**src/rtl/core/i2rd_pkg.sv**
```systemverilog
// ----------------------------------------------------------------------------
// i2rd_pkg
// Shared constants, types and the digit-to-ASCII map for the radix converter.
// ----------------------------------------------------------------------------
package i2rd_pkg;

  localparam int VALUE_BITS = 31;
  localparam int MAX_DIGITS = 32;
  localparam int RADIX_BITS = 6;
  localparam int DIGIT_BITS = 6;
  localparam int CHAR_BITS  = 8;

  localparam int CNT_BITS  = $clog2(MAX_DIGITS + 1);
  localparam int IDX_BITS  = $clog2(MAX_DIGITS);
  localparam int BCNT_BITS = $clog2(VALUE_BITS);

  localparam logic [RADIX_BITS-1:0] RADIX_RESET = RADIX_BITS'(10);
  localparam logic [RADIX_BITS-1:0] RADIX_MIN   = RADIX_BITS'(2);
  localparam logic [RADIX_BITS-1:0] RADIX_MAX   = RADIX_BITS'(36);

  localparam logic [CHAR_BITS-1:0]  CHAR_ZERO   = 8'h30;  // '0'
  localparam logic [CHAR_BITS-1:0]  CHAR_UPPER_A = 8'h41; // 'A'
  localparam logic [CHAR_BITS-1:0]  CHAR_NINE   = 8'h39;  // '9'
  localparam logic [CHAR_BITS-1:0]  CHAR_UPPER_Z = 8'h5A; // 'Z'
  localparam logic [DIGIT_BITS-1:0] DIGIT_NINE  = DIGIT_BITS'(9);
  localparam logic [DIGIT_BITS-1:0] DIGIT_TEN   = DIGIT_BITS'(10);

  typedef enum logic [2:0] {
    S_IDLE,
    S_CHECK,
    S_DIV,
    S_STORE,
    S_RD,
    S_LOAD,
    S_EMPTY
  } state_t;

  typedef struct packed {
    logic load;       // take in_value, clear digit count
    logic div_step;   // one restoring division step
    logic store;      // write remainder to digit store
    logic rd;         // read digit store at current index
    logic out_load;   // load output word
    logic out_empty;  // output word is the empty-result word
    logic idx_dec;    // step to next lower digit
  } cmd_t;

  typedef struct packed {
    logic q_zero;
    logic bit_done;
    logic idx_zero;
    logic out_free;
  } sts_t;

  function automatic logic [CHAR_BITS-1:0] digit_to_ascii(input logic [DIGIT_BITS-1:0] d);
    logic [CHAR_BITS-1:0] c;
    if (d <= DIGIT_NINE) begin
      c = CHAR_ZERO + CHAR_BITS'(d);
    end else begin
      c = CHAR_UPPER_A + CHAR_BITS'(d - DIGIT_TEN);
    end
    return c;
  endfunction

endpackage

```
**src/rtl/core/i2rd_ram.sv**
```systemverilog
// ----------------------------------------------------------------------------
// i2rd_ram
// Generic single-write, single-read RAM with registered read data.
// ----------------------------------------------------------------------------
module i2rd_ram #(
  parameter int WIDTH = 8,
  parameter int DEPTH = 32
) (
  input  logic                     clk,
  input  logic                     we,
  input  logic [$clog2(DEPTH)-1:0] waddr,
  input  logic [WIDTH-1:0]         wdata,
  input  logic                     re,
  input  logic [$clog2(DEPTH)-1:0] raddr,
  output logic [WIDTH-1:0]         rdata
);

  logic [WIDTH-1:0] mem [DEPTH];
  logic [WIDTH-1:0] rdata_r;

  always_ff @(posedge clk) begin
    if (we) begin
      mem[waddr] <= wdata;
    end
    if (re) begin
      rdata_r <= mem[raddr];
    end
  end

  assign rdata = rdata_r;

endmodule

```
**src/rtl/core/i2rd_ctrl.sv**
```systemverilog
// ----------------------------------------------------------------------------
// i2rd_ctrl
// Sequencer: divide loop per digit, then read-back and emission of digits, or the empty word for a zero value.
// ----------------------------------------------------------------------------
module i2rd_ctrl (
  input  logic          clk,
  input  logic          rst_n,
  input  logic          in_valid,
  output logic          in_stall,
  input  i2rd_pkg::sts_t sts,
  output i2rd_pkg::cmd_t cmd,
  output i2rd_pkg::state_t state
);
  import i2rd_pkg::*;

  state_t state_r;
  state_t state_nxt;

  always_ff @(posedge clk) begin
    if (!rst_n) begin
      state_r <= S_IDLE;
    end else begin
      state_r <= state_nxt;
    end
  end

  always_comb begin
    state_nxt = state_r;
    unique case (state_r)
      S_IDLE:  if (in_valid) state_nxt = S_CHECK;
      S_CHECK: state_nxt = sts.q_zero ? S_EMPTY : S_DIV;
      S_DIV:   if (sts.bit_done) state_nxt = S_STORE;
      S_STORE: state_nxt = sts.q_zero ? S_RD : S_DIV;
      S_RD:    state_nxt = S_LOAD;
      S_LOAD: begin
        if (sts.out_free) begin
          state_nxt = sts.idx_zero ? S_IDLE : S_RD;
        end
      end
      S_EMPTY: if (sts.out_free) state_nxt = S_IDLE;
      default: state_nxt = S_IDLE;
    endcase
  end

  always_comb begin
    cmd      = '0;
    in_stall = 1'b1;
    unique case (state_r)
      S_IDLE: begin
        in_stall = 1'b0;
        cmd.load = in_valid;
      end
      S_CHECK: ;
      S_DIV:   cmd.div_step = 1'b1;
      S_STORE: cmd.store = 1'b1;
      S_RD:    cmd.rd = 1'b1;
      S_LOAD: begin
        cmd.out_load = sts.out_free;
        cmd.idx_dec  = sts.out_free & ~sts.idx_zero;
      end
      S_EMPTY: begin
        cmd.out_load  = sts.out_free;
        cmd.out_empty = 1'b1;
      end
      default: ;
    endcase
  end

  assign state = state_r;

endmodule

```
**src/rtl/core/i2rd_dp.sv**
```systemverilog
// ----------------------------------------------------------------------------
// i2rd_dp
// Datapath: radix register, bit-serial restoring divider, digit store and
// output word register.
// ----------------------------------------------------------------------------
module i2rd_dp (
  input  logic                                clk,
  input  logic                                rst_n,
  input  logic                                cfg_wr_en,
  input  logic [i2rd_pkg::RADIX_BITS-1:0]     cfg_wr_data,
  input  logic [i2rd_pkg::VALUE_BITS-1:0]     in_value,
  input  i2rd_pkg::cmd_t                      cmd,
  output i2rd_pkg::sts_t                      sts,
  output logic                                out_valid,
  input  logic                                out_stall,
  output logic [i2rd_pkg::CHAR_BITS-1:0]      out_digit_char,
  output logic                                out_last_digit,
  output logic                                out_empty_result
);
  import i2rd_pkg::*;

  logic [RADIX_BITS-1:0] radix_r;
  logic [RADIX_BITS-1:0] base;
  logic [VALUE_BITS-1:0] q_r, q_nxt;
  logic [DIGIT_BITS-1:0] rem_r, rem_nxt;
  logic [BCNT_BITS-1:0]  bit_cnt_r, bit_cnt_nxt;
  logic [CNT_BITS-1:0]   cnt_r, cnt_nxt;
  logic [IDX_BITS-1:0]   idx_r, idx_nxt;
  logic                  out_valid_r, out_valid_nxt;
  logic [CHAR_BITS-1:0]  out_char_r, out_char_nxt;
  logic                  out_last_r, out_last_nxt;
  logic                  out_empty_r, out_empty_nxt;

  logic [DIGIT_BITS:0]   trial;
  logic [DIGIT_BITS:0]   trial_diff;
  logic                  trial_ge;
  logic                  store_we;
  logic [DIGIT_BITS-1:0] rd_digit;

  always_comb begin
    if (radix_r < RADIX_MIN) begin
      base = RADIX_MIN;
    end else if (radix_r > RADIX_MAX) begin
      base = RADIX_MAX;
    end else begin
      base = radix_r;
    end
  end

  // restoring step: shift next dividend bit into the partial remainder
  assign trial      = {rem_r, q_r[VALUE_BITS-1]};
  assign trial_ge   = trial >= {1'b0, base};
  assign trial_diff = trial - {1'b0, base};

  assign store_we = cmd.store & (cnt_r < CNT_BITS'(MAX_DIGITS));

  always_comb begin
    q_nxt         = q_r;
    rem_nxt       = rem_r;
    bit_cnt_nxt   = bit_cnt_r;
    cnt_nxt       = cnt_r;
    idx_nxt       = idx_r;
    out_valid_nxt = out_valid_r & out_stall;
    out_char_nxt  = out_char_r;
    out_last_nxt  = out_last_r;
    out_empty_nxt = out_empty_r;

    if (cmd.load) begin
      q_nxt       = in_value;
      rem_nxt     = '0;
      bit_cnt_nxt = '0;
      cnt_nxt     = '0;
    end
    if (cmd.div_step) begin
      q_nxt       = {q_r[VALUE_BITS-2:0], trial_ge};
      rem_nxt     = trial_ge ? trial_diff[DIGIT_BITS-1:0] : trial[DIGIT_BITS-1:0];
      bit_cnt_nxt = bit_cnt_r + BCNT_BITS'(1);
    end
    if (cmd.store) begin
      rem_nxt     = '0;
      bit_cnt_nxt = '0;
      if (store_we) begin
        cnt_nxt = cnt_r + CNT_BITS'(1);
        idx_nxt = cnt_r[IDX_BITS-1:0];
      end
    end
    if (cmd.idx_dec) begin
      idx_nxt = idx_r - IDX_BITS'(1);
    end
    if (cmd.out_load) begin
      out_valid_nxt = 1'b1;
      if (cmd.out_empty) begin
        out_char_nxt  = '0;
        out_last_nxt  = 1'b1;
        out_empty_nxt = 1'b1;
      end else begin
        out_char_nxt  = digit_to_ascii(rd_digit);
        out_last_nxt  = (idx_r == '0);
        out_empty_nxt = 1'b0;
      end
    end
  end

  always_ff @(posedge clk) begin
    if (!rst_n) begin
      radix_r     <= RADIX_RESET;
      bit_cnt_r   <= '0;
      cnt_r       <= '0;
      out_valid_r <= 1'b0;
    end else begin
      if (cfg_wr_en) begin
        radix_r <= cfg_wr_data;
      end
      bit_cnt_r   <= bit_cnt_nxt;
      cnt_r       <= cnt_nxt;
      out_valid_r <= out_valid_nxt;
    end
  end

  always_ff @(posedge clk) begin
    q_r         <= q_nxt;
    rem_r       <= rem_nxt;
    idx_r       <= idx_nxt;
    out_char_r  <= out_char_nxt;
    out_last_r  <= out_last_nxt;
    out_empty_r <= out_empty_nxt;
  end

  i2rd_ram #(
    .WIDTH (DIGIT_BITS),
    .DEPTH (MAX_DIGITS)
  ) u_store (
    .clk   (clk),
    .we    (store_we),
    .waddr (cnt_r[IDX_BITS-1:0]),
    .wdata (rem_r),
    .re    (cmd.rd),
    .raddr (idx_r),
    .rdata (rd_digit)
  );

  assign sts.q_zero   = (q_r == '0);
  assign sts.bit_done = (bit_cnt_r == BCNT_BITS'(VALUE_BITS - 1));
  assign sts.idx_zero = (idx_r == '0);
  assign sts.out_free = ~out_valid_r | ~out_stall;

  assign out_valid        = out_valid_r;
  assign out_digit_char   = out_char_r;
  assign out_last_digit   = out_last_r;
  assign out_empty_result = out_empty_r;

endmodule

```
**src/rtl/core/integer_to_radix_digits_unit.sv**
```systemverilog
// ----------------------------------------------------------------------------
// integer_to_radix_digits_unit
// Converts a non-negative integer to ASCII digits in base 2..36, most
// significant digit first, one output word per digit.
// ----------------------------------------------------------------------------
//   channel  dir  handshake             payload
//   in_      in   in_valid / in_stall   in_value[30:0]
//   out_     out  out_valid / out_stall out_digit_char[7:0], out_last_digit,
//                                       out_empty_result
//   cfg_     in   cfg_wr_en             cfg_wr_data[5:0] (radix)
//
// Each digit comes out of the bit-serial restoring divider into the digit
// store, least significant first; the emit phase reads the digits back and
// loads the output register, most significant first.
// One word is in flight at a time; the next word is accepted while the last
// digit of the previous one still waits in the output register.
// Output stall only holds the emit phase. Reset is synchronous, active low;
// radix resets to 10.
// ----------------------------------------------------------------------------
module integer_to_radix_digits_unit (
  input  logic                           clk,
  input  logic                           rst_n,
  input  logic                           cfg_wr_en,
  input  logic [i2rd_pkg::RADIX_BITS-1:0] cfg_wr_data,
  input  logic                           in_valid,
  output logic                           in_stall,
  input  logic [i2rd_pkg::VALUE_BITS-1:0] in_value,
  output logic                           out_valid,
  input  logic                           out_stall,
  output logic [i2rd_pkg::CHAR_BITS-1:0]  out_digit_char,
  output logic                           out_last_digit,
  output logic                           out_empty_result
);
  import i2rd_pkg::*;

  cmd_t   cmd;
  sts_t   sts;
  state_t state;

  i2rd_ctrl u_ctrl (
    .clk      (clk),
    .rst_n    (rst_n),
    .in_valid (in_valid),
    .in_stall (in_stall),
    .sts      (sts),
    .cmd      (cmd),
    .state    (state)
  );

  i2rd_dp u_dp (
    .clk              (clk),
    .rst_n            (rst_n),
    .cfg_wr_en        (cfg_wr_en),
    .cfg_wr_data      (cfg_wr_data),
    .in_value         (in_value),
    .cmd              (cmd),
    .sts              (sts),
    .out_valid        (out_valid),
    .out_stall        (out_stall),
    .out_digit_char   (out_digit_char),
    .out_last_digit   (out_last_digit),
    .out_empty_result (out_empty_result)
  );

  // empty word is always a single, terminated, zero character
  a_empty_word: assert property (@(posedge clk) disable iff (!rst_n)
    out_valid && out_empty_result |-> out_last_digit && (out_digit_char == '0))
    else $error("empty word malformed");

  // digit words carry only '0'-'9' or 'A'-'Z'
  a_digit_char: assert property (@(posedge clk) disable iff (!rst_n)
    out_valid && !out_empty_result |->
      ((out_digit_char >= CHAR_ZERO) && (out_digit_char <= CHAR_NINE)) ||
      ((out_digit_char >= CHAR_UPPER_A) && (out_digit_char <= CHAR_UPPER_Z)))
    else $error("digit character out of range");

  // block stays busy until the last digit has reached the output register
  a_busy_mid_value: assert property (@(posedge clk) disable iff (!rst_n)
    out_valid && !out_last_digit |-> (state != S_IDLE) && in_stall)
    else $error("returned to idle before last digit");

  // an accepted word starts the conversion
  a_accept_check: assert property (@(posedge clk) disable iff (!rst_n)
    in_valid && !in_stall |=> (state == S_CHECK))
    else $error("accepted word not started");

endmodule

```
**config.mk**
```make
export PLATFORM = sky130hd
export DESIGN_NAME = integer_to_radix_digits_unit
export DESIGN_NICKNAME = d
export VERILOG_FILES = /design/src/rtl/core/i2rd_pkg.sv /design/src/rtl/core/i2rd_ram.sv /design/src/rtl/core/i2rd_ctrl.sv /design/src/rtl/core/i2rd_dp.sv /design/src/rtl/core/integer_to_radix_digits_unit.sv
export SDC_FILE = /design/constraint.sdc
export NUM_CORES = 1
export LEC_CHECK = 0
export ABC_AREA = 1
export BUFFER_PORTS_ARGS = -buffer_cell sky130_fd_sc_hd__buf_2
export CORE_MARGIN = 2
export CORE_UTILIZATION = 45
export CTS_CLUSTER_SIZE = 28
export DETAILED_ROUTE_END_ITERATION = 10
export PLACE_DENSITY = 0.67
export SLEW_MARGIN = 20
export SYNTH_ARGS = -nofsm -noshare
export SYNTH_HDL_FRONTEND = slang
export SYNTH_HIERARCHICAL = 1
export SYNTH_SLANG_ARGS = --single-unit
```
**constraint.sdc**
```tcl
create_clock -name clk -period 4.9 [get_ports clk]
set_input_delay 0.49 -clock clk [delete_from_list [all_inputs] [get_ports clk]]
set_output_delay 0.49 -clock clk [all_outputs]
set_load 0.005 [all_outputs]
```
==> flow_summary.toml <==
[logic_synthesis]
synth-seq-cells = 271
netlist_top_cells_area = "edfxtp_1 60%, nand2_1 13%, nand3_1 7.6%"
yosysUniqueCellTypes = 44
ys_async_sr_fraction_pct = 0
synth.top_cell.area_share_pct = 59.6
yosys_most_used_dff = "edfxtp_1"
seq_area_frac_synth_pct = 64.0
yosysTopAreaCell = "edfxtp_1"
syn_inst = 1218
synth_edf_count = 244
synthesis.nets = 1277
yosysWarnings = 6
syn_avg_cell_area_um2 = 10.1
synth_area_mm2 = 0.0123

[clocking]
cts_max_level = 1
cts_tree = "built"
cts_max_path_buffers = 3
post-cts-setup-buffers = 0
insertion_delay_ns = 0.56
cts_sinks = 271
cts_buffers = 28
hold_buffers = 0
cts_resized = 0
root_buffer = "clkbuf_16"
clk_pin_slew_ns = 0.06

[floorplanning]
die_w_um = 169
initial_utilization_pct = 45.7
rows = 60
core_area_mm2 = 0.0269
dieArea_mm2 = 0.0286
dieHeight_um = 169
pin_count = 54

[routing]
drt_iter0_drc = 777
viasPerCell = 5.32
wirelength_mm = 27.4
post_drt_wl_per_cell_um = 16.9
vias = 8607
ant_nets = 0
drc = 0
drtPass1Iterations = 5

[setup_path]
critPathLaunchType = "flop"
cp_cell_sequence = "inv_1 > nor3_1 > inv_2 > nor2_4 > nand3_1 > nor2_1"
crit_end = "u_dp/u_store/mem[18][3]"
reg2reg_setup_slack_ns = 2.17
critPathCaptureType = "flop"
max_stage_delay_ns = 0.68
worst_ep_required_time_ns = 5.09
critPathKind = "reg -> reg"
crit_slowest_cell = "nor2_1"
arrival_ns = 2.92
crit_start = "u_ctrl/state[0]"
reg2reg_depth = 6
critical_path.max_fanout = 9
timing.rr.start = "u_ctrl/state[0]"
r2r-end = "u_dp/u_store/mem[18][3]"

[timing]
timing.final.crit_period_ns = 2.73
setup_slack_ns = 2.17
finalMaxSlewViolations = 0
min_period_over_period_pct = 55.8
setup_tns_ns = 0
skew_ns = 0.0242
fmax_mhz = 366
rsz0062_at_grt = "no"
finalHoldViolCount = 0
tightestPinTransition_ns = 0.983
hold_ws_ns = 0.161
slew_headroom_pct = 34.5
finalSetupViolCount = 0

[pwr]
total_power_mw = 6.78
p_leak_nw = 5.42
power_density_mw_per_mm2 = 498
vdd_drop_max_mv = 0.411

[min_path]
hold_path_class = "in -> reg"

[placement]
portBuffers = 53
place_hpwl_mm = 17.1
placed_cells = 1572
dpl_worst_slack_ns = 2.25
placed_cell_area_mm2 = 0.0128
routabilityCongestion = 0.826

[grt]
grt_max_degree = 97
grt_pass1_vias = 8365
grt-ovfl-total = 0
antenna_found_initial = 0
grt_usage_pct = 19.1
grt_first_pass_wirelength_mm = 43.3

[layout]
final_util_pct = 50.6
stdcell_area_mm2 = 0.0136
n_antenna_cell = 0
final_cell_count_no_fill = 1619
drive_above_1_share_pct = 11.7
nNetsFinal = 1320
syn_to_final_growth_pct = 10.7

[job]
maxCapViolations = 0

[outcome]
outcome = "completed"
==> layer usage <==
metal	vias to the layer above	part of all wire, %	wire length (µm)	global-route usage, %
li1	4193	-	-	-
met1	4146	44	12100	25.9
met2	226	49	13400	32.5
met3	42	5.0	1360	2.24
met4	0	2.1	567	5.43
met5	-	0	0	0
==> worst min path at each step <==
stage / startpoint / endpoint / slack (ns) / depth (start not counted)
3_5_place_dp: u_dp/bit_cnt_r[4] / u_dp/bit_cnt_r[4] / 0.46 / 1
6_report: cfg_wr_data[3] / u_dp/radix_r[3] / 0.16 / 3
3_3_place_gp: u_dp/bit_cnt_r[4] / u_dp/bit_cnt_r[4] / 0.46 / 1
2_1_floorplan: u_dp/bit_cnt_r[4] / u_dp/bit_cnt_r[4] / 0.44 / 1
4_1_cts: cfg_wr_data[3] / u_dp/radix_r[3] / 0.14 / 3
5_1_grt: cfg_wr_data[3] / u_dp/radix_r[3] / 0.17 / 3
==> where the power goes <==
group | switching (mW) | internal [mW]
Clock | 0.856 | 1.10
Combinational | 1.09 | 0.455
Sequential | 0.286 | 2.99
Total | 2.23 | 4.54
==> cell type report <==
| class | count | area, µm² |
|---|---|---|
| clock buffers | 31 | 712 |
| clock inverters | 16 | 130 |
| fillers | 2396 | 13300 |
| inverters | 83 | 314 |
| multi-input cells | 816 | 3820 |
| flip-flops and latches | 271 | 7870 |
| well taps | 341 | 427 |
| repair buffers | 61 | 325 |
==> worst max-delay path: cells and delay by family, from the launching register on <==
kind	cells	cell delay, ns
and+or+nand+nor	4	1.61
DFF	1	0.47
buffers and inverters	2	0.29
==> state kept, by name (all words and copies together) (netlist names) <==
name / cells
u_dp/out_valid: 1
u_dp/bit_cnt_r: 5
u_ctrl/state: 3
u_dp/q_r: 31
u_dp/out_digit_char: 8
u_dp/u_store/rdata: 6
u_dp/idx_r: 5
u_dp/out_empty_result: 1
u_dp/radix_r: 6
u_dp/out_last_digit: 1
u_dp/rem_r: 6
u_dp/u_store/mem: 192
u_dp/cnt_r: 6
==> cells in the final DEF, fill, tap and decap left out, types with 2 or more instances in the layout <==
cell type	count
nand2_1	426
edfxtp_1	244
nand3_1	186
inv_1	72
nor2_1	71
buf_2	53
clkbuf_16	28
dfxtp_1	24
o21ai_0	19
a21oi_1	17
ha_1	16
nor3_1	10
inv_2	9
nand2_2	8
nor4_1	8
buf_4	8
clkinv_2	7
nand4_1	7
nor2_2	7
clkinv_1	6
nand2_4	4
nor2_4	4
a211oi_1	4
clkbuf_1	3
nand3_2	3
a21oi_2	3
xnor2_1	3
xor2_1	3
dfxtp_2	3
xor2_2	2
nand3b_1	2
==> cell families after synthesis <==
kind of cell | share of synthesized area, %
and+or+nand+nor | 26.3
DFF | 64.0
buffers and inverters | 4.91
AOI/OAI and AO/OA | 2.23
adders and majority gates | 1.79
xor gates and xnor gates | 0.693
==> Yosys cell counts (all sizes together) (2+ instances only) <==
| cell type | number |
|---|---|
| xor2 | 5 |
| dfxtp | 27 |
| o21ai | 20 |
| nor3 | 11 |
| edfxtp | 244 |
| ha | 16 |
| nand2 | 438 |
| clkbuf | 13 |
| inv | 82 |
| buf | 35 |
| nor3b | 2 |
| nand4 | 7 |
| nand3 | 190 |
| nor2 | 82 |
| nand3b | 2 |
| nor4 | 9 |
| a21oi | 20 |
| a211oi | 4 |
| xnor2 | 3 |
(Power assumes the default switching activity.)
